$ cat config.mk
export PLATFORM = sky130hd
export DESIGN_NAME = mcbf_front
export DESIGN_NICKNAME = d
export VERILOG_FILES = /design/src/rtl/mcbf_pkg.sv /design/src/rtl/mcbf_front.sv
export SDC_FILE = /design/constraint.sdc
export NUM_CORES = 1
export LEC_CHECK = 0
export BUFFER_PORTS_ARGS = -buffer_cell sky130_fd_sc_hd__buf_2
export CAP_MARGIN = 10
export CORE_AREA = 5 5 42 44
export DETAILED_ROUTE_END_ITERATION = 10
export DIE_AREA = 0 0 47 49
export PLACE_DENSITY = 0.48
export SYNTH_ARGS = -nofsm -noshare
export SYNTH_HDL_FRONTEND = slang
export SYNTH_SLANG_ARGS = --single-unit
$ cat constraint.sdc
create_clock -name vclk -period 1.05
set_clock_uncertainty 0.2 [all_clocks]
set_input_delay 0.0525 -clock vclk [all_inputs]
set_output_delay 0.0525 -clock vclk [all_outputs]
set_load 0.05 [all_outputs]
$ cat src/rtl/mcbf_pkg.sv
// Shared sizes, codes, request and result types for the multi-channel byte FIFO.
package mcbf_pkg;

  localparam int NUM_CHANNELS = 16;
  localparam int FIFO_DEPTH   = 256;
  localparam int QUEUE_DEPTH  = 2;

  localparam int ACTION_W = 3;
  localparam int HANDLE_W = 5;
  localparam int STATUS_W = 3;
  localparam int TALLY_W  = 16;

  localparam int SLOT_W  = $clog2(NUM_CHANNELS);
  localparam int PTR_W   = (FIFO_DEPTH > 2) ? $clog2(FIFO_DEPTH) : 1;
  localparam int LVL_W   = $clog2(FIFO_DEPTH + 1);
  localparam int MEM_DEPTH = NUM_CHANNELS * FIFO_DEPTH;
  localparam int ADDR_W  = $clog2(MEM_DEPTH);
  localparam int CMP_W   = (HANDLE_W > SLOT_W + 1) ? HANDLE_W : SLOT_W + 1;

  localparam int HANDLE_OFFSET = 2;

  // Action codes on the request channel
  localparam logic [ACTION_W-1:0] ACT_CREATE = 3'd0;
  localparam logic [ACTION_W-1:0] ACT_WRITE  = 3'd1;
  localparam logic [ACTION_W-1:0] ACT_READ   = 3'd2;
  localparam logic [ACTION_W-1:0] ACT_CLOSE  = 3'd3;
  localparam logic [ACTION_W-1:0] ACT_CLEAR  = 3'd4;

  // Result status codes
  localparam logic [STATUS_W-1:0] ST_OK      = 3'd0;
  localparam logic [STATUS_W-1:0] ST_BAD     = 3'd1;
  localparam logic [STATUS_W-1:0] ST_NOSLOT  = 3'd2;
  localparam logic [STATUS_W-1:0] ST_FULL    = 3'd3;
  localparam logic [STATUS_W-1:0] ST_EMPTY   = 3'd4;
  localparam logic [STATUS_W-1:0] ST_REFUSED = 3'd5;

  typedef enum logic [2:0] {
    CMD_CREATE  = 3'd0,
    CMD_WRITE   = 3'd1,
    CMD_READ    = 3'd2,
    CMD_CLOSE   = 3'd3,
    CMD_CLEAR   = 3'd4,
    CMD_INVALID = 3'd5
  } cmd_kind_t;

  typedef struct packed {
    cmd_kind_t         kind;
    logic              in_range;
    logic [SLOT_W-1:0] slot;
    logic [7:0]        data;
    logic              last;
  } cmd_t;

  typedef struct packed {
    logic [STATUS_W-1:0] status;
    logic [HANDLE_W-1:0] new_handle;
    logic [7:0]          read_byte;
    logic [TALLY_W-1:0]  bytes_done;
  } res_t;

  function automatic logic [PTR_W-1:0] ptr_inc(input logic [PTR_W-1:0] p);
    return (p == PTR_W'(FIFO_DEPTH - 1)) ? '0 : p + 1'b1;
  endfunction

  function automatic logic [ADDR_W-1:0] mem_addr(input logic [SLOT_W-1:0] s,
                                                 input logic [PTR_W-1:0]  p);
    return ADDR_W'(s) * ADDR_W'(FIFO_DEPTH) + ADDR_W'(p);
  endfunction

endpackage

$ cat src/rtl/mcbf_front.sv
// Front decode: classify the action and map the handle to a slot.
module mcbf_front (
  input  logic [mcbf_pkg::ACTION_W-1:0] action,
  input  logic [mcbf_pkg::HANDLE_W-1:0] handle,
  input  logic [7:0]                    data_byte,
  input  logic                          end_of_transfer,
  output mcbf_pkg::cmd_t                cmd
);
  import mcbf_pkg::*;

  logic [HANDLE_W-1:0] lowered;

  // Handles above the offset are lowered onto their slot
  assign lowered = (handle > HANDLE_W'(HANDLE_OFFSET)) ?
                   handle - HANDLE_W'(HANDLE_OFFSET) : handle;

  always_comb begin
    cmd.in_range = CMP_W'(handle) < CMP_W'(NUM_CHANNELS);
    cmd.slot     = SLOT_W'(lowered);
    cmd.data     = data_byte;
    cmd.last     = end_of_transfer;
    unique case (action)
      ACT_CREATE: cmd.kind = CMD_CREATE;
      ACT_WRITE:  cmd.kind = CMD_WRITE;
      ACT_READ:   cmd.kind = CMD_READ;
      ACT_CLOSE:  cmd.kind = CMD_CLOSE;
      ACT_CLEAR:  cmd.kind = CMD_CLEAR;
      default:    cmd.kind = CMD_INVALID;
    endcase
  end

endmodule

# Word level (Yosys, flattened, before mapping)
# Index checks and enable logic that the tools add are counted.
[classes] magnitude_cmp=2 add_sub_neg=1 reduce_logical=1 muxes=2 n_eq_ne=4
[ops] op="$pmux W3 S5" count=1
[ops] op="$eq A3 B2 Y1 const B" count=2
[ops] op="$gt A5 B2 Y1 const B" count=1
[ops] op="$lt A5 B5 Y1 const B" count=1
[ops] op="$mux W4" count=1
[ops] op="$sub A4 B2 Y4 const B" count=1
[ops] op="$eq A3 B1 Y1 const B" count=1
[ops] op="$eq A3 B3 Y1 const B" count=1
[ops] op="$logic_not A3 Y1" count=1
[word_totals] reg_bits=0 in_bits=17 wordCells=10 out_inout_bits=17

# Longest topological paths before layout
# Gate-level depths: netlist of the first run.
[logic_depth] word_depth=2 ltp_mapped=4 ltp_nobuf=4

# Worst setup path before layout of the first run
# No wires, ideal clock.
[synth_timing] path_type="input-to-output" from="input port handle[1] (netlist bit)" to="output port cmd[12] (netlist bit)" path_buffers=0 path_stages=3 required_time_ns=0.797 path_slack_ns=-0.630 arrival_ns=1.428 path_cell_list="inv_1 -> ha_1 -> o21ai_0"
[synth_lines] item="start: declaration" line="mcbf_front.sv:4" text="input logic [mcbf_pkg::HANDLE_W-1:0] handle,"
[synth_lines] item="end: declaration" line="mcbf_front.sv:7" text="output mcbf_pkg::cmd_t cmd"

==> results of run 1 <==
where the power goes:
group | total, mW | internal [mW] | leakage [nW] | switching (mW)
Combinational | 0.213 | 0.0857 | 0.156 | 0.127
Clock | 0 | 0 | 0 | 0
Sequential | 0 | 0 | 0 | 0
Total | 0.213 | 0.0857 | 0.156 | 0.127
critical path, stage by stage:
cell and delay (ps):
buf_8 70, inv_4 30, ha_4 150, o21bai_4 170
a32oi_4 170, buf_6 180
cell type report:
class | instances | area [µm²] | share of cell area, %
Multi-Input combinational cell | 13 | 145.1 | 43.94
Timing Repair Buffer | 20 | 145.1 | 43.94
Inverter | 4 | 20.02 | 6.061
Tap cell | 16 | 20.02 | 6.061
synthesized netlist by cell type (all sizes together):
| master | count |
|---|---|
| nor2b | 1 |
| a32oi | 1 |
| o21bai | 1 |
| inv | 4 |
| o2bb2ai | 1 |
| buf | 10 |
| nand3 | 1 |
| nand2 | 2 |
| a21o | 1 |
| ha | 1 |
| clkbuf | 1 |
| nor2 | 3 |
| o21ai | 1 |
final timing paths:
check | to
worst max-delay path | cmd[11]
worst min-delay path | cmd[2]
metal layers:
metal | wire length (µm) | vias to the layer above | part of all wire [%] | global-route usage, %
li1 | - | 99 | - | -
met5 | 0 | - | 0 | 0
met3 | 53 | 0 | 12 | 0.3690
met2 | 246 | 16 | 55 | 5.882
met4 | 0 | 0 | 0 | 0.4608
met1 | 147 | 81 | 33 | 5.000
repair_timing:
item / CTS / global route
endpoints found under the setup margin: 3 / 3
gates resized for setup: 16 / 1
endpoints found under the hold margin: 9 / 9
pin swaps: 2 / 1
layout by cell type, fill, tap and decap left out:
cell type  count
o21ai_2        1
a32oi_4        1
nor2_4         1
nor2_1         2
buf_8          2
o2bb2ai_2      1
inv_1          2
buf_2         11
nor2b_1        1
a21o_1         1
ha_4           1
o21bai_4       1
inv_4          2
nand2_1        2
nand3_2        1
buf_6          2
buf_4          5
cell families after synthesis:
kind of cell,share of synthesized area (%)
buf+inv,51.72
compound gates,20.69
simple gates,20.69
fa+ha+maj,6.895
==> summary.md, run 1 <==
| Metric | Value |
|---|---|
| Drt wl/cell | ~8.4 µm |
| Num ports | 34 |
| Core region area | 1401 µm² |
| Vias in the first global route | 160 |
| Setup TNS Final | -40.44 ps |
| Fin crit period | between 1000 and 1500 ps |
| Synth cell types | 14 |
| Initial DRC count | 0 |
| Wire length of the first global-routing pass | 669 µm |
| Worst vdd ir | 0.2093 mV |
| Total Routed Length | around 450 µm |
| Die Height | approximately 49 µm |
| # rows | 14 |
| Critical path type | primary input to primary output |
| Die area | roughly 2300 µm² |
| Synth top area share | between 40 and 50% |
| Initial core utilization | 12.95% |
| Filler cell count | ~160 |
| Syn Inst Count | 28 |
| Worst slew margin | 83.28% |
| Postcts setup bufs | 0 |
| Yosys warns | 0 |
| Routed via count | between 150 and 200 |
| Final hold vios | 9 |
| Crit end category | primary output |
| Mapped Nets | between 40 and 50 |
| Max-cap violations | 0 |
| DRC errors left | 0 |
| Max Transition Viols Final | 0 |
| Worst-path fanout max | 4 |
| Setup crit start kind | primary input |
| Area Overhead vs Synth | 82.07% |
| Placed cells | 53 |
| IO buf count | 16 |
| Hold path cells | 0 |
| HP Start | data_byte[1] |
| Gr usage total | between 3 and 4% |
| Failing checks | hold timing, setup timing |
| Final instance area | 330.3 µm² |
| Part of the cycle the worst path needs | 103.9% |
| CP startpoint | handle[2] |
| Status | finished, violations left |
| Endpoints failing setup | 1 |
| Detailed placer's ending HPWL | roughly 400 µm |
| Gr ovfl total | 0 |
| Initial antenna violation count | 0 |
| Synthesized area | around 180 µm² |
| Power density cells | between 600 and 700 nW/µm² |
| Seq/Total Area, Yosys | 0% |
| FF+latch area | 0 µm² |
| Tightest Pin Transition | 252.5 ps |
| Leakage | approximately 0.16 nW |
| Non-Filler Instances | 53 |
| Top cells by area, synth | buf_4, inv_1, ha_1 |
| N_diodes | 0 |
| Vias per cell | 3.698 |
| Most area-hungry cell type in the Yosys netlist | buf_4 |
| Antenna Nets Post-Route | 0 |
| Placement Setup Slack | -231.7 ps |
| Fraction of layout cells with a size suffix above 1 | between 70% and 80% |
| Hold slack | -94.98 ps |
| Final Wtd Congestion | ~0.66 |
| Syn Area/Cell | 6.479 µm² |
| Achievable frequency | ~920 MHz |
| First-pass iteration count of the detailed router | 1 |
| Largest net degree at the start of global routing | 5 |
| NumNets Final | 57 |
| Hold Path Class | primary input to primary output |
| Util after Layout | between 20% and 30% |
| CP required | 800 ps |
| RSZ-0062 raised after global routing | true |
| Critical path arrival | between 800 and 900 ps |
| Die W | roughly 47 µm |
| Post-DP Area | approximately 260 µm² |
| Total chip power | between 0.2 and 0.25 mW |
| Sequential cells | 0 |
| CLK BUF | 0 |
| Crit path setup slack, layout | -40.44 ps |
Note: power is estimated with default switching activity, not from simulation.
==> run 2, diff against run 1 <==
--- a/config.mk
+++ b/config.mk
@@ -7,10 +7,13 @@
 export LEC_CHECK = 0
 export BUFFER_PORTS_ARGS = -buffer_cell sky130_fd_sc_hd__buf_2
 export CAP_MARGIN = 10
-export CORE_AREA = 5 5 42 44
+export CELL_PAD_IN_SITES_DETAIL_PLACEMENT = 1
+export CELL_PAD_IN_SITES_GLOBAL_PLACEMENT = 2
+export CORE_ASPECT_RATIO = 1.2
+export CORE_MARGIN = 5
+export CORE_UTILIZATION = 10
 export DETAILED_ROUTE_END_ITERATION = 10
-export DIE_AREA = 0 0 47 49
-export PLACE_DENSITY = 0.48
+export PLACE_DENSITY = 0.84
 export SYNTH_ARGS = -nofsm -noshare
 export SYNTH_HDL_FRONTEND = slang
 export SYNTH_SLANG_ARGS = --single-unit
==> summary.md, run 2 (synthesized netlist as in run 1, its figures left out) <==
| Metric | Value |
|---|---|
| Core region area | between 1500 and 2000 µm² |
| N_diodes | 0 |
| IO buf count | 16 |
| # rows | 16 |
| Most frequent cells in the layout | buf_2, buf_4 |
| CP max stage delay | between 150 and 200 ps |
| Hold slack | -94.98 ps |
| CLK BUF | 0 |
| Final hold vios | 9 |
| DRC errors left | 0 |
| Initial core utilization | 10.79% |
| Drt wl/cell | approximately 11 µm |
| Achievable frequency | just over 900 MHz |
| Die W | ~49 µm |
| Crit end category | primary output |
| Crit-path cells | buf_8 -> inv_6 -> ha_4 -> o21bai_4 -> a32oi_4 -> buf_6 |
| Worst slew margin | a little over four fifths |
| Power density cells | approximately 620 nW/µm² |
| Vias per cell | 3.678 |
| Detailed placer's ending HPWL | between 500 and 600 µm |
| Gr usage total | 4.413% |
| Num ports | 34 |
| Largest net degree at the start of global routing | 5 |
| Leakage | 0.1750 nW |
| Fin crit period | between 1000 and 1500 ps |
| Non-Filler Instances | around 60 |
| Initial antenna violation count | 0 |
| Max Transition Viols Final | 0 |
| Max-cap violations | 0 |
| Status | finished, violations left |
| Vias in the first global route | between 200 and 300 |
| Setup crit start kind | primary input |
| Worst vdd ir | approximately 0.24 mV |
| Sequential cells | 0 |
| Routed via count | ~220 |
| Post-DP Area | ~280 µm² |
| Total Routed Length | ~630 µm |
| Endpoints failing setup | 1 |
| First-pass iteration count of the detailed router | 1 |
| Failing checks | hold timing, setup timing |
| Wire length of the first global-routing pass | approximately 1000 µm |
| Die Height | roughly 57 µm |
| WP buf/inv | 3 |
| Final instance area | about 370 µm² |
| Tightest Pin Transition | approximately 250 ps |
| Initial DRC count | 0 |
| Final Wtd Congestion | approximately 0.69 |
| Crit path max-delay family | compound AO/OA/AOI/OAI gates |
| Antenna Nets Post-Route | 0 |
| NumNets Final | 61 |
| Critical path type | primary input to primary output |
| Fraction of layout cells with a size suffix above 1 | 80.49% |
| Worst-path fanout max | 4 |
| Crit-path slowest cell | buf_6 |
| FF+latch area | 0 µm² |
| Area Overhead vs Synth | 101.4% |
| CP required | ~800 ps |
| Critical path arrival | between 800 and 900 ps |
| Part of the cycle the worst path needs | 105.1% |
| Crit path setup slack, layout | -53.62 ps |
| RSZ-0062 raised after global routing | true |
| Die area | between 2000 and 3000 µm² |
| Hold Path Class | primary input to primary output |
| Gr ovfl total | 0 |
| Setup TNS Final | -53.62 ps |
| Commonest non-fill, non-tap cell in the layout | buf_2 |
| Placed cells | 57 |
## run 2: power breakdown
part | switching (mW) | internal, mW
sequential | 0 | 0
clock | 0 | 0
combinational | 0.132 | 0.0956
total | 0.132 | 0.0956
## run 2: per-stage QoR
step / hold WS [ps] / worst slack [ps] / total power [mW] / util [%]
2_1_floorplan: 72.05 / -99.56 / 0.2195 / -
3_3_place_gp: -94.66 / -219.6 / 0.1824 / 16.74
3_5_place_dp: -94.66 / -259.8 / 0.1862 / 16.74
4_1_cts: -94.66 / -97.80 / 0.2240 / 20.83
5_1_grt: -94.93 / -87.16 / 0.2413 / 21.73
6_report: -94.98 / -53.62 / 0.2280 / 21.73
## run 2: layout make-up
cell class / count / area [µm²]
Fill cell: 217 / 1316
Inverter: 4 / 22.52
Multi-Input combinational cell: 13 / 145.1
Tap cell: 18 / 22.52
Timing Repair Buffer: 24 / 175.2
## run 2: per-layer routing
layer | vias to the layer above | share of wire, % | global-route usage, % | wire length, µm
li1 | 106 | - | - | -
met5 | - | 0 | 0 | 0
met4 | 0 | 0 | 0.7692 | 0
met2 | 15 | 53 | 8.582 | 337
met1 | 96 | 32 | 4.088 | 200
met3 | 0 | 15 | 2.116 | 96
## run 2: final timing paths
path	start	to	slack, ps	cells after the start
worst max-delay path	handle[1]	cmd[11]	-50	6
worst min-delay path	data_byte[1]	cmd[2]	-90	0
## run 2: what timing repair did
item                                    CTS  global route
gates cloned                              0             0
pin swaps                                 2             2
endpoints found under the setup margin    3             3
hold endpoints to repair                  9             9
gates resized for setup                  16             2
buffers inserted                          1             1
==> run 3, diff against run 2 <==
==> config.mk (replaced) <==
export PLATFORM = sky130hd
export DESIGN_NAME = mcbf_front
export DESIGN_NICKNAME = d
export VERILOG_FILES = /design/src/rtl/mcbf_pkg.sv /design/src/rtl/mcbf_front.sv
export SDC_FILE = /design/constraint.sdc
export NUM_CORES = 1
export LEC_CHECK = 0
export BUFFER_PORTS_ARGS = -buffer_cell sky130_fd_sc_hd__buf_2
export CAP_MARGIN = 10
export CORE_AREA = 5 5 42 44
export DETAILED_ROUTE_END_ITERATION = 10
export DIE_AREA = 0 0 47 49
export PLACE_DENSITY = 0.51
export SYNTH_ARGS = -nofsm -noshare
export SYNTH_HDL_FRONTEND = slang
export SYNTH_SLANG_ARGS = --single-unit
==> summary.md, run 3 (synthesized netlist as in run 1, its figures left out) <==
| Metric | Value |
|---|---|
| Total Routed Length | between 400 and 500 µm |
| Util after Layout | 24.38% |
| Postcts setup bufs | 0 |
| Sequential cells | 0 |
| Total chip power | ~0.22 mW |
| RSZ-0062 raised after global routing | true |
| N_diodes | 0 |
| Fin crit period | approximately 1100 ps |
| Drt wl/cell | approximately 8.0 µm |
| Vias per cell | 3.500 |
| First-pass iteration count of the detailed router | 4 |
| CP startpoint | handle[1] |
| Post-DP Area | roughly 270 µm² |
| Combinational group share of total power | 100.0% |
| Final hold vios | 9 |
| Part of the cycle the worst path needs | 104.4% |
| Vias in the first global route | approximately 200 |
| Most frequent cells in the layout | buf_2, buf_4, buf_6 |
| Setup TNS Final | -45.89 ps |
| Gr ovfl total | 0 |
| Setup crit start kind | primary input |
| Critical path arrival | ~840 ps |
| # rows | 14 |
| Fraction of layout cells with a size suffix above 1 | 78.95% |
| Crit end category | primary output |
| Clk pwr share | 0% |
| Internal | 0.08966 mW |
| Num ports | 34 |
| Failing checks | hold timing, setup timing |
| Initial antenna violation count | 0 |
| Worst vdd ir | roughly 0.22 mV |
| Antenna Nets Post-Route | 0 |
| Sequential Power Share | 0% |
| Routed via count | about 190 |
| Initial DRC count | 5 |
| Tightest Pin Transition | around 250 ps |
| Psw | 0.1281 mW |
| Largest net degree at the start of global routing | 5 |
| Crit path setup slack, layout | -45.89 ps |
| Gr usage total | just over 4% |
| FF+latch area | 0 µm² |
| Placed cells | 54 |
| Area Overhead vs Synth | 88.28% |
| Endpoints failing setup | 1 |
| Worst slew margin | a little over four fifths |
| Die Height | between 40 and 50 µm |
| Leakage | around 0.16 nW |
| Commonest non-fill, non-tap cell in the layout | buf_2 |
| Placement Setup Slack | -249.2 ps |
| Wire length of the first global-routing pass | between 700 and 800 µm |
| CP required | approximately 800 ps |
| NumNets Final | 58 |
| Max Transition Viols Final | 0 |
| Die area | 2303 µm² |
| Initial core utilization | around 13% |
| CLK BUF | 0 |
| Core region area | between 1000 and 1500 µm² |
| Critical path type | primary input to primary output |
| Final Wtd Congestion | about 0.64 |
| Die W | 47 µm |
| Max-cap violations | 0 |
| IO buf count | 16 |
| Hold Path Class | primary input to primary output |
| Status | finished, violations left |
| Power density cells | between 600 and 700 nW/µm² |
| Detailed placer's ending HPWL | roughly 390 µm |
| Worst-path fanout max | 4 |
| Non-Filler Instances | 54 |
| DRC errors left | 0 |
| Final instance area | around 340 µm² |
| Crit path to | cmd[11] |
| Hold slack | -94.98 ps |
| Achievable frequency | about 900 MHz |
| Switching Share | around three fifths |
run 3: cell types whose count changed in the layout (fill, tap and decap cells not counted):
cell   previous run  this run
buf_4             9         5
inv_4             1         2
inv_6             1         0
buf_6             2         3
run 3: how the worst min path moves through the flow:
stage	start	end	slack, ps	cells past startpoint
4_1_cts	data_byte[5]	cmd[6]	-90	0
2_1_floorplan	end_of_transfer	cmd[0]	70	1
3_5_place_dp	data_byte[5]	cmd[6]	-90	0
5_1_grt	data_byte[0]	cmd[1]	-90	0
6_report	data_byte[0]	cmd[1]	-90	0
3_3_place_gp	data_byte[5]	cmd[6]	-90	0
run 3: timing repair:
action,in CTS,in global routing
setup endpoints to repair,3,3
resized for setup,16,2
endpoints found under the hold margin,9,9
pin swaps,2,3
run 3: final cells by class:
cell class | count | area, µm²
fill | 153 | 1060
inverter | 4 | 20.02
multi-input combinational | 13 | 145.1
tap | 16 | 20.02
timing repair buffer | 21 | 156.4
run 3: per-layer routing:
metal	part of all wire [%]	track usage (%)	vias to the layer above
met5	0	0	-
met2	42	7.466	8
met4	0	0.4608	0
li1	-	-	103
met3	13	0	0
met1	45	5.217	78
run 3: power groups by stage:
stage,logic [mW],registers [mW],clock network (mW)
6_report,0.218,0,0
5_1_grt,0.231,0,0
4_1_cts,0.216,0,0
3_5_place_dp,0.181,0,0
3_3_place_gp,0.181,0,0
2_1_floorplan,0.219,0,0
run 3: worst max-delay path, stage by stage:
cell and delay, ps:
buf_8 70, inv_4 30, ha_4 150, o21bai_4 170
a32oi_4 180, buf_6 180
