[src/rtl/mcbf_pkg.sv]
// Shared sizes, codes, request and result types for the multi-channel byte FIFO.
package mcbf_pkg;

  localparam int NUM_CHANNELS = 16;
  localparam int FIFO_DEPTH   = 256;
  localparam int QUEUE_DEPTH  = 2;

  localparam int ACTION_W = 3;
  localparam int HANDLE_W = 5;
  localparam int STATUS_W = 3;
  localparam int TALLY_W  = 16;

  localparam int SLOT_W  = $clog2(NUM_CHANNELS);
  localparam int PTR_W   = (FIFO_DEPTH > 2) ? $clog2(FIFO_DEPTH) : 1;
  localparam int LVL_W   = $clog2(FIFO_DEPTH + 1);
  localparam int MEM_DEPTH = NUM_CHANNELS * FIFO_DEPTH;
  localparam int ADDR_W  = $clog2(MEM_DEPTH);
  localparam int CMP_W   = (HANDLE_W > SLOT_W + 1) ? HANDLE_W : SLOT_W + 1;

  localparam int HANDLE_OFFSET = 2;

  // Action codes on the request channel
  localparam logic [ACTION_W-1:0] ACT_CREATE = 3'd0;
  localparam logic [ACTION_W-1:0] ACT_WRITE  = 3'd1;
  localparam logic [ACTION_W-1:0] ACT_READ   = 3'd2;
  localparam logic [ACTION_W-1:0] ACT_CLOSE  = 3'd3;
  localparam logic [ACTION_W-1:0] ACT_CLEAR  = 3'd4;

  // Result status codes
  localparam logic [STATUS_W-1:0] ST_OK      = 3'd0;
  localparam logic [STATUS_W-1:0] ST_BAD     = 3'd1;
  localparam logic [STATUS_W-1:0] ST_NOSLOT  = 3'd2;
  localparam logic [STATUS_W-1:0] ST_FULL    = 3'd3;
  localparam logic [STATUS_W-1:0] ST_EMPTY   = 3'd4;
  localparam logic [STATUS_W-1:0] ST_REFUSED = 3'd5;

  typedef enum logic [2:0] {
    CMD_CREATE  = 3'd0,
    CMD_WRITE   = 3'd1,
    CMD_READ    = 3'd2,
    CMD_CLOSE   = 3'd3,
    CMD_CLEAR   = 3'd4,
    CMD_INVALID = 3'd5
  } cmd_kind_t;

  typedef struct packed {
    cmd_kind_t         kind;
    logic              in_range;
    logic [SLOT_W-1:0] slot;
    logic [7:0]        data;
    logic              last;
  } cmd_t;

  typedef struct packed {
    logic [STATUS_W-1:0] status;
    logic [HANDLE_W-1:0] new_handle;
    logic [7:0]          read_byte;
    logic [TALLY_W-1:0]  bytes_done;
  } res_t;

  function automatic logic [PTR_W-1:0] ptr_inc(input logic [PTR_W-1:0] p);
    return (p == PTR_W'(FIFO_DEPTH - 1)) ? '0 : p + 1'b1;
  endfunction

  function automatic logic [ADDR_W-1:0] mem_addr(input logic [SLOT_W-1:0] s,
                                                 input logic [PTR_W-1:0]  p);
    return ADDR_W'(s) * ADDR_W'(FIFO_DEPTH) + ADDR_W'(p);
  endfunction

endpackage

[src/rtl/mcbf_cmd_queue.sv]
// Short request queue between the front decode and the back execution unit.
module mcbf_cmd_queue (
  input  logic           clk,
  input  logic           rst,
  input  logic           push_valid,
  output logic           push_ready,
  input  mcbf_pkg::cmd_t push_cmd,
  output logic           pop_valid,
  input  logic           pop,
  output mcbf_pkg::cmd_t pop_cmd
);
  import mcbf_pkg::*;

  localparam int QPTR_W = (QUEUE_DEPTH > 1) ? $clog2(QUEUE_DEPTH) : 1;
  localparam int QCNT_W = $clog2(QUEUE_DEPTH + 1);

  cmd_t              entry [QUEUE_DEPTH];
  logic [QPTR_W-1:0] wr_ptr;
  logic [QPTR_W-1:0] rd_ptr;
  logic [QCNT_W-1:0] count;
  logic              do_push;
  logic              do_pop;

  assign push_ready = count != QCNT_W'(QUEUE_DEPTH);
  assign pop_valid  = count != '0;
  assign pop_cmd    = entry[rd_ptr];
  assign do_push    = push_valid && push_ready;
  assign do_pop     = pop && pop_valid;

  always_ff @(posedge clk) begin
    if (do_push) begin
      entry[wr_ptr] <= push_cmd;
    end
  end

  always_ff @(posedge clk) begin
    if (rst) begin
      wr_ptr <= '0;
      rd_ptr <= '0;
      count  <= '0;
    end else begin
      if (do_push) begin
        wr_ptr <= (wr_ptr == QPTR_W'(QUEUE_DEPTH - 1)) ? '0 : wr_ptr + 1'b1;
      end
      if (do_pop) begin
        rd_ptr <= (rd_ptr == QPTR_W'(QUEUE_DEPTH - 1)) ? '0 : rd_ptr + 1'b1;
      end
      case ({do_push, do_pop})
        2'b10:   count <= count + 1'b1;
        2'b01:   count <= count - 1'b1;
        default: count <= count;
      endcase
    end
  end

endmodule

[config.mk]
export PLATFORM = sky130hd
export DESIGN_NAME = mcbf_cmd_queue
export DESIGN_NICKNAME = d
export VERILOG_FILES = /design/src/rtl/mcbf_pkg.sv /design/src/rtl/mcbf_cmd_queue.sv
export SDC_FILE = /design/constraint.sdc
export NUM_CORES = 1
export LEC_CHECK = 0
export BUFFER_PORTS_ARGS = -buffer_cell sky130_fd_sc_hd__buf_2
export CAP_MARGIN = 20
export CORE_UTILIZATION = 38
export DETAILED_ROUTE_END_ITERATION = 16
export GPL_TIMING_DRIVEN = 0
export HOLD_SLACK_MARGIN = 0.05
export PLACE_DENSITY = 0.66
export SYNTH_ARGS = -nofsm -noshare
export SYNTH_HDL_FRONTEND = slang
export SYNTH_SLANG_ARGS = --single-unit
[constraint.sdc]
create_clock -name clk -period 1.8 [get_ports clk]
set_input_delay 0.18 -clock clk [delete_from_list [all_inputs] [get_ports clk]]
set_output_delay 0.18 -clock clk [all_outputs]
set_load 0.01 [all_outputs]
# --- Word level (Yosys, flattened, before mapping) ---
# Memory sizes are Yosys's and may differ from the RTL's. A register that Yosys moved wholly into a read port is not among the register bits.
# Cells that the tools add are included.
# W data, S select, Z words.
totals:
  ff_bits: 4
  ramBits: 34
  inputBits: 21
  output_inout_bits: 19
  word_cells: 22
  mem_count: 1
op_classes:
  n_addsub: 4
  eq_ne: 3
  muxes: 7
  reduce_logical: 4
memory_table:
  columns: ["name", "words", "word_bits", "rd", "rd_ports_with_merged_regs", "wr", "line", "text"]
  rows:
  - ["entry", 2, 17, 1, 1, 1, "mcbf_cmd_queue.sv:17", "cmd_t entry [QUEUE_DEPTH];"]
op_table:
  columns: ["operator", "n"]
  rows:
  - ["$mux W1", 6]
  - ["$pmux W2 S2", 1]
  - ["$reduce_bool A2 Y1", 2]
  - ["$add A1 B1 Y1 const B", 2]
  - ["$add A2 B1 Y2 const B", 1]
  - ["$eq A2 B1 Y1 const B", 1]
  - ["$eq A2 B2 Y1 const B", 1]
  - ["$logic_and A1 B1 Y1", 2]
  - ["$ne A2 B2 Y1 const B", 1]
  - ["$sub A2 B1 Y2 const B", 1]

# --- Logic depth before layout (Yosys ltp) ---
# Gate-level depths: netlist (run 1).
logic_depth:
  depth_word: 4
  ltp_mapped: 6
  depth_no_buf: 6

# --- Worst setup path before layout (run 1) ---
# No wires, ideal clock.
synth_path:
  path_kind: "register -> register"
  from: "reg count[0]"
  to: "reg count[1]"
  setup_ns: 0.070
  arrival_time_ns: 1.462
  required_ns: 1.730
  path_slack_ns: 0.269
  path_stages_with_launch: 6
  n_path_buf: 0
  period_less_slack_ns: 1.531
  path_cell_list: "dfxtp_1 -> nand2b_1 -> nand2_1 -> ha_1 -> or3_1 -> a21oi_1"
synth_between:
  elab_chain_len: 4
  elab_cells_between_ends: 10
  cone_classes: "add/sub (2); eq/ne (3); mux (1); reduce/logical (4)"
synth_rtl:
  columns: ["item", "line", "text"]
  rows:
  - ["from (decl)", "mcbf_cmd_queue.sv:20", "logic [QCNT_W-1:0] count;"]
  - ["from (signal assigned)", "mcbf_cmd_queue.sv:49", "2'b10: count <= count + 1'b1;"]
  - ["from (signal assigned)", "mcbf_cmd_queue.sv:50", "2'b01: count <= count - 1'b1;"]
  - ["from (signal assigned)", "mcbf_cmd_queue.sv:51", "default: count <= count;"]
  - ["$ne A2 B2 Y1 *", "mcbf_cmd_queue.sv:24", "assign push_ready = count != QCNT_W'(QUEUE_DEPTH);"]
  - ["named net push_ready", "mcbf_cmd_queue.sv:6", "output logic push_ready,"]
  - ["$logic_and A1 B1 Y1 *", "mcbf_cmd_queue.sv:27", "assign do_push = push_valid && push_ready;"]
  - ["$eq A2 B1 Y1 / $eq A2 B2 Y1 (equally long branches)", "mcbf_cmd_queue.sv:48", "case ({do_push, do_pop})"]
  - ["$pmux W2 S2 / $reduce_bool A2 Y1 (equally long branches)", null, null]
# Mark *: on every way through the listed nets, which the timed path passes. The rest lies on a longest branch.
# A chain may end at the register's enable or synchronous reset.

==> out/results.txt, run 1 <==
Status = finished clean
Routed Antenna Nets = 0
Drt wl/cell = 12.57 µm
Slowest stage delay, CP = 0.39 ns
CTS tree = yes
Via density = 4.573
Arr. time, crit path = 1.46 ns
Fin. Hold Viols = 0
FMAX = 609.0 MHz
Delay-heaviest family, CP = buffers and inverters
Syn Area/Cell = 18.77 µm²
Root Buffer = clkbuf_8
Cell Pwr Density = 1441 nW/µm²
Drt drc = 0
Core area = 3661 µm²
RSZ-0062 raised after global routing = no
Largest net degree at the start of global routing = 18
Total Power = 0.002600 W
Crit path buf inv count = 2
Placer Congestion = 0.7077
Max cap viols = 0
Worst path slowest cell = mux2_2
1st-iter DRT viols = 18
Gr usage total = 11.83%
Met2 Usage GRT = 19.02%
Starting Density = 39.47%
Post-synthesis compound-gate area fraction = 2.251%
# rows = 22
Post-DP Area = 1700 µm²
R2R Setup Slk = 0.17 ns
Vias in the first global route = 750
Start of the worst register-to-register path = count[0]
Final Cell Area = 1804 µm²
Syn nets = 99
Die H = 63.67 µm
WP data required = 1.62 ns
Worst-path fanout max = 17
Vias = 782
Fin Clk Skew = 0.003680 ns
Clk Latency, worst-skew pair = 0.29 ns
Sequential fraction of the synthesis area = 77.58%
Startpoint Class = flop
Post-Synth XOR/XNOR Area = 1.818%
Final worst path period share = 91.23%
Met3 Resource Use GR = 6.341%
First-pass GRT wire length = 3.339 mm
Worst hold slack = 0.07788 ns
Worst slew margin = 53.19%
Final number of setup-violating endpoints = 0
Worst path most repeated cell = buf_2
IO Pins = 40
Largest family of logic cells by synthesized area = multiplexers
Layout Area Growth over Synthesis = 24.85%
Terminus of the critical flop-to-flop path = entry[0][7]
Endpoint type of the worst setup path = output port
Initial antenna violation count = 0
Register bit total from synthesis = 39
H-Tree Depth = 2
Die ar. = 4054 µm²
Fin Setup TNS = 0 ns
WHS Path Cells = 1
Die W = 63.67 µm
Worst path cell trace = buf_2 -> mux2_2 -> buf_2
Area share of fa/ha/maj cells after synthesis = 0.8658%
Mapped Area = 1445 µm²
Number of library cell types mapped by synthesis = 19
Hpwl dp = 1.445 mm
Final Net Count = 144
Clock sink count = 39
Overflow after GRT = 0
Hold Path Sink = entry[0][6]
Leakage = 0.6911 nW
Post-layout min period = 1.642 ns
CTS Buf Count = 5
Routed Wire Length = 2.150 mm
Worst IR Drop VDD = 0.7702 mV
Post-synthesis mux area share = 13.25%
Clock-pin slew on the worst setup and hold paths = 0.07 ns
Top Usage Layer GRT = met2
Final slew viol count = 0
Syn. warnings = 0
Reg2reg path depth = 3
Worst hold path type = in2reg
Synth Area in Simple Gates = 3.290%
Setup Buffers After CTS = 0
Ant diodes = 0
TritonRoute pass-1 iters = 4
Kind of critical path = reg2out
Post-synthesis instance total = 77
Share of cells above drive strength 1 = 54.47%
Clock buffer depth = 2
IO Port Bufs = 39
Measured slew at the worst slew-check pin = 0.7014 ns
GR Util met1 = 12.46%
Hold path startpoint = push_cmd[6]
-- through the flow --
stage / utilization (%) / instances / worst slack [ns]
global placement: 46.45 / 164 / 0.1019
finish: 49.28 / 171 / 0.1579
floorplan: - / 77 / 0.2685
CTS: 49.25 / 171 / 0.07191
global route: 49.28 / 171 / 0.04256
detailed placement: 46.45 / 164 / 0.08245
-- worst reg2reg max path, delay by kind of cell, from the launching register on --
kind | cells | cell delay, ns
buffers and inverters | 1 | 0.53
flip-flops | 1 | 0.41
AND/OR/NAND/NOR | 2 | 0.31
-- Yosys cell counts --
| master | n | area share [%] |
|---|---|---|
| mux2_2 | 17 | 13 |
| ha_1 | 1 | 0.87 |
| o21a_1 | 1 | 0.52 |
| nand2_1 | 1 | 0.26 |
| xor2_1 | 1 | 0.61 |
| and3_1 | 1 | 0.43 |
| inv_1 | 1 | 0.26 |
| xnor2_1 | 2 | 1.2 |
| nand3b_1 | 1 | 0.52 |
| nand2b_1 | 1 | 0.43 |
| or2_2 | 1 | 0.43 |
| or3_1 | 1 | 0.43 |
| a21oi_1 | 2 | 0.69 |
| o21ai_0 | 1 | 0.35 |
| edfxtp_1 | 34 | 71 |
| dfxtp_1 | 5 | 6.9 |
| nor2_1 | 3 | 0.78 |
| buf_2 | 2 | 0.69 |
| a21bo_2 | 1 | 0.69 |
-- how the worst max path moves through the flow --
| stage | end | slack (ns) | cells after the start |
|---|---|---|---|
| floorplan | count[1] | 0.27 | 5 |
| global placement | entry[1][12] | 0.10 | 2 |
| detailed placement | entry[1][12] | 0.08 | 2 |
| CTS | entry[1][4] | 0.07 | 2 |
| global route | entry[0][7] | 0.04 | 3 |
| finish | pop_cmd[11] | 0.16 | 3 |
-- cell type report --
| class | count | area, µm² |
|---|---|---|
| clock buffer | 5 | 68.82 |
| tap | 48 | 60.06 |
| multi-input combinational | 35 | 311.5 |
| sequential | 39 | 1121 |
| fill | 329 | 1857 |
| timing repair buffer | 39 | 195.2 |
| inverter | 1 | 3.754 |
| clock inverter | 3 | 38.79 |
| buffer | 1 | 5.005 |
-- cell usage in the layout, fill, tap and decap left out, types with 2 or more instances in the layout --
master and n:
xnor2_1 2, nor2_1 3, mux2_2 17, a21oi_1 2, dfxtp_1 5, clkbuf_8 5
buf_2 40, edfxtp_1 34
-- sequential cells by signal, summed over array words and instances, names as in the netlist, named ones only --
register and flops:
wr_ptr 1, count 2, rd_ptr 1, entry 34
-- metal layers --
metal  vias to the layer above  routed length (µm)
li1                        380                   -
met1                       367                 920
met2                        32                1045
met3                         3                 164
met4                         0                  19
met5                         -                   0
-- cells by family after synthesis --
kind of cell	count (synthesis)
flip-flops	39
buffers and inverters	3
AND/OR/NAND/NOR	9
AO/OA/AOI/OAI	5
multiplexers	17
XOR/XNOR	3
adder cells (fa/ha/maj)	1
-- power by group --
part / switching [W] / internal [W] / leakage [nW]
registers: 0.0000521 / 0.00115 / 0.359
logic: 0.000356 / 0.000349 / 0.276
clock network: 0.000284 / 0.000405 / 0.0556
total: 0.000693 / 0.00191 / 0.691
-- timing repair --
item	CTS	global route
hold buffers	0	0
pin swaps	0	0
setup endpoints to repair	1	17
resized for setup	0	1
(Power assumes the default switching activity.)
==> run 2, diff against run 1 <==
--- a/config.mk
+++ b/config.mk
@@ -7,11 +7,11 @@
 export LEC_CHECK = 0
 export BUFFER_PORTS_ARGS = -buffer_cell sky130_fd_sc_hd__buf_2
 export CAP_MARGIN = 20
-export CORE_UTILIZATION = 38
+export CORE_UTILIZATION = 45
 export DETAILED_ROUTE_END_ITERATION = 16
 export GPL_TIMING_DRIVEN = 0
 export HOLD_SLACK_MARGIN = 0.05
-export PLACE_DENSITY = 0.66
+export PLACE_DENSITY = 0.78
 export SYNTH_ARGS = -nofsm -noshare
 export SYNTH_HDL_FRONTEND = slang
 export SYNTH_SLANG_ARGS = --single-unit
==> constraint.sdc (replaced) <==
create_clock -name clk -period 1.5 [get_ports clk]
set_input_delay 0.15 -clock clk [delete_from_list [all_inputs] [get_ports clk]]
set_output_delay 0.15 -clock clk [all_outputs]
set_load 0.01 [all_outputs]
==> run 2 against run 1 <==
Compared with the run above: via count increased by 16%; clock skew increased by 0.0072 ns; cell count increased by 11%; setup slack got worse by 0.15 ns; design area increased by 24%; sequential power increased by 24%; first-iteration DRC count increased by 28%; register-to-register slack got worse by 0.09 ns; critical path type unchanged.
==> out/results.txt, run 2 (synthesis results as in run 1) <==
Worst path cell trace = buf_8 -> mux2_4 -> buf_6
Terminus of the critical flop-to-flop path = count[1]
Storage element area = 1130 µm² (+0.78%)
Logic pwr share = 40.0% (+13 points)
Power Internal = 0.002645 W (+39%)
Fin. Hold Viols = 0 (unchanged)
Final slew viol count = 0 (unchanged)
# rows = 20 (-9.1%)
First-pass GRT wire length = 4.271 mm (+28%)
Status = finished clean
CTS Buf Count = 5 (unchanged)
Slowest stage delay, CP = 0.40 ns (about the same)
Commonest non-fill, non-tap cell in the layout = edfxtp_1
IO Pins = 40 (unchanged)
Vias in the first global route = 953 (+27%)
Final Cell Area = 2233 µm² (+24%)
Starting Density = 47.34% (+7.9 points)
Final worst path period share = 99.74%
Clock buffer depth = 2 (unchanged)
Worst path slowest cell = dfxtp_4
Vias = 909 (+16%)
Final Net Count = 167 (+16%)
Fin Clk Skew = 0.01092 ns (+0.007241 ns)
Total Power = 0.003666 W (+41%)
FMAX = 668.4 MHz
NetSw = 0.001021 W (+47%)
Post-layout min period = 1.496 ns
Clock-pin slew on the worst setup and hold paths = 0.11 ns (+0.04 ns)
Routed Wire Length = 2.850 mm (+33%)
Die H = 58.67 µm (-7.9%)
Measured slew at the worst slew-check pin = 0.4309 ns (-0.2706 ns)
Startpoint Class = flop
Worst IR Drop VDD = 1.066 mV (+38%)
Commonest cells after routing, fill and taps aside = edfxtp_1 (34), buf_2 (22), dlygate4sd3_1 (18)
IO Port Bufs = 39 (unchanged)
Arr. time, crit path = 1.35 ns (-0.11 ns)
Worst-path fanout max = 7 (-10)
Switching share of total power = 27.84% (+1.2 points)
Worst hold slack = 0.1302 ns (+0.05235 ns)
Post-DP Area = 1698 µm² (-0.15%)
Clock power share = 19.3% (-7.2 points)
WP data required = 1.35 ns (-0.27 ns)
Die W = 58.67 µm (-7.9%)
Core area = 3053 µm² (-17%)
TritonRoute pass-1 iters = 4 (unchanged)
Clk Latency, worst-skew pair = 0.35 ns (+0.06 ns)
Share of cells above drive strength 1 = 54.79% (+0.32 points)
Initial antenna violation count = 0 (unchanged)
Worst hold path type = in2reg
Overflow after GRT = 0 (unchanged)
Drt wl/cell = 15.00 µm (+19%)
Fillers = 219 (-33%)
Hpwl dp = 1.448 mm (+0.18%)
Final number of setup-violating endpoints = 0 (unchanged)
Hold path startpoint = push_valid
Hold Path Sink = wr_ptr
WHS Path Cells = 3 (+2)
Endpoint type of the worst setup path = output port
Via density = 4.784 (+4.6%)
Routed Antenna Nets = 0 (unchanged)
Crit path buf inv count = 2 (unchanged)
Top reg by flops = entry
Leakage = 0.8830 nW (+28%)
Start of the worst register-to-register path = count[0]
H-Tree Depth = 2 (unchanged)
Die ar. = 3442 µm² (-15%)
Kind of critical path = reg2out
Reg power frac = 40.7% (-5.6 points)
Gr usage total = 18.01% (+6.2 points)
Clock sink count = 39 (unchanged)
Delay-heaviest family, CP = flip-flops
Fin Setup TNS = 0 ns (unchanged)
R2R Setup Slk = 0.08 ns (-0.09 ns)
Cell Pwr Density = 1642 nW/µm² (+14%)
Drt drc = 0 (unchanged)
Placer Congestion = 0.6421 (-9.3%)
Top flop regs = entry (34), count (2)
RSZ-0062 raised after global routing = yes
Multi-input gate area = 392.9 µm² (+26%)
Root Buffer = clkbuf_4
Worst slew margin = 71.28% (+18 points)
Ant diodes = 0 (unchanged)
Reg2reg path depth = 5 (+2)
1st-iter DRT viols = 23 (+5)
CTS tree = yes
Max cap viols = 0 (unchanged)
Layout Area Growth over Synthesis = 54.55%
Max reg flops = 34 (unchanged)
Largest net degree at the start of global routing = 18 (unchanged)
[run 2: cell type report]
cell class                      instances  share of cell area (%)
Inverter                                1                  0.3361
Clock inverter                          3                   1.961
Multi-Input combinational cell         35                   17.59
Timing Repair Buffer                   63                   25.38
Clock buffer                            5                   1.681
Tap cell                               44                   2.465
Sequential cell                        39                   50.59
[run 2: metal layers]
metal | global-route usage, % | wire length, µm
met1 | 20.09 | 1110
met2 | 30.71 | 1531
met3 | 4.835 | 147
met4 | 11.22 | 61
met5 | 0 | 0
[run 2: per-stage QoR]
step                std cells  util (%)  worst slack, ns
finish                    190     73.16         0.003847
global route              190     73.16         -0.05175
CTS                       191     69.71          -0.1278
detailed placement        160     55.61          -0.2035
global placement          160     55.61          -0.1535
floorplan                  77         -          0.02497
[run 2: power groups by stage]
stage               logic, W  registers, W  clock network (W)
floorplan           0.000598       0.00145                  0
global placement    0.000857       0.00146                  0
detailed placement  0.000878       0.00147                  0
CTS                  0.00126       0.00146           0.000718
global route         0.00157       0.00151           0.000775
finish               0.00147       0.00149           0.000709
[run 2: how the worst max path moves through the flow]
stage / startpoint / to / cells after the start
floorplan: count[0] / count[1] / 5
global placement: count[0] / entry[1][10] / 2
detailed placement: count[0] / entry[1][1] / 2
CTS: flop / pop_cmd[1] / 5
global route: flop / pop_cmd[15] / 3
finish: flop / pop_cmd[15] / 3
[run 2: timing repair]
item | CTS | global route
cloned | 1 | 0
gates resized for setup | 21 | 32
hold buffers | 18 | 0
setup endpoints to repair | 52 | 18
hold endpoints to repair | 39 | 0
pin swaps | 0 | 1
buffers inserted | 4 | 2
[run 2: worst reg2reg max path, stage by stage (launching register included)]
cell and delay (ns):
dfxtp_4 0.37, nand2b_2 0.21, nand2_2 0.10, ha_4 0.22, or3_1 0.35, a21oi_1 0.12
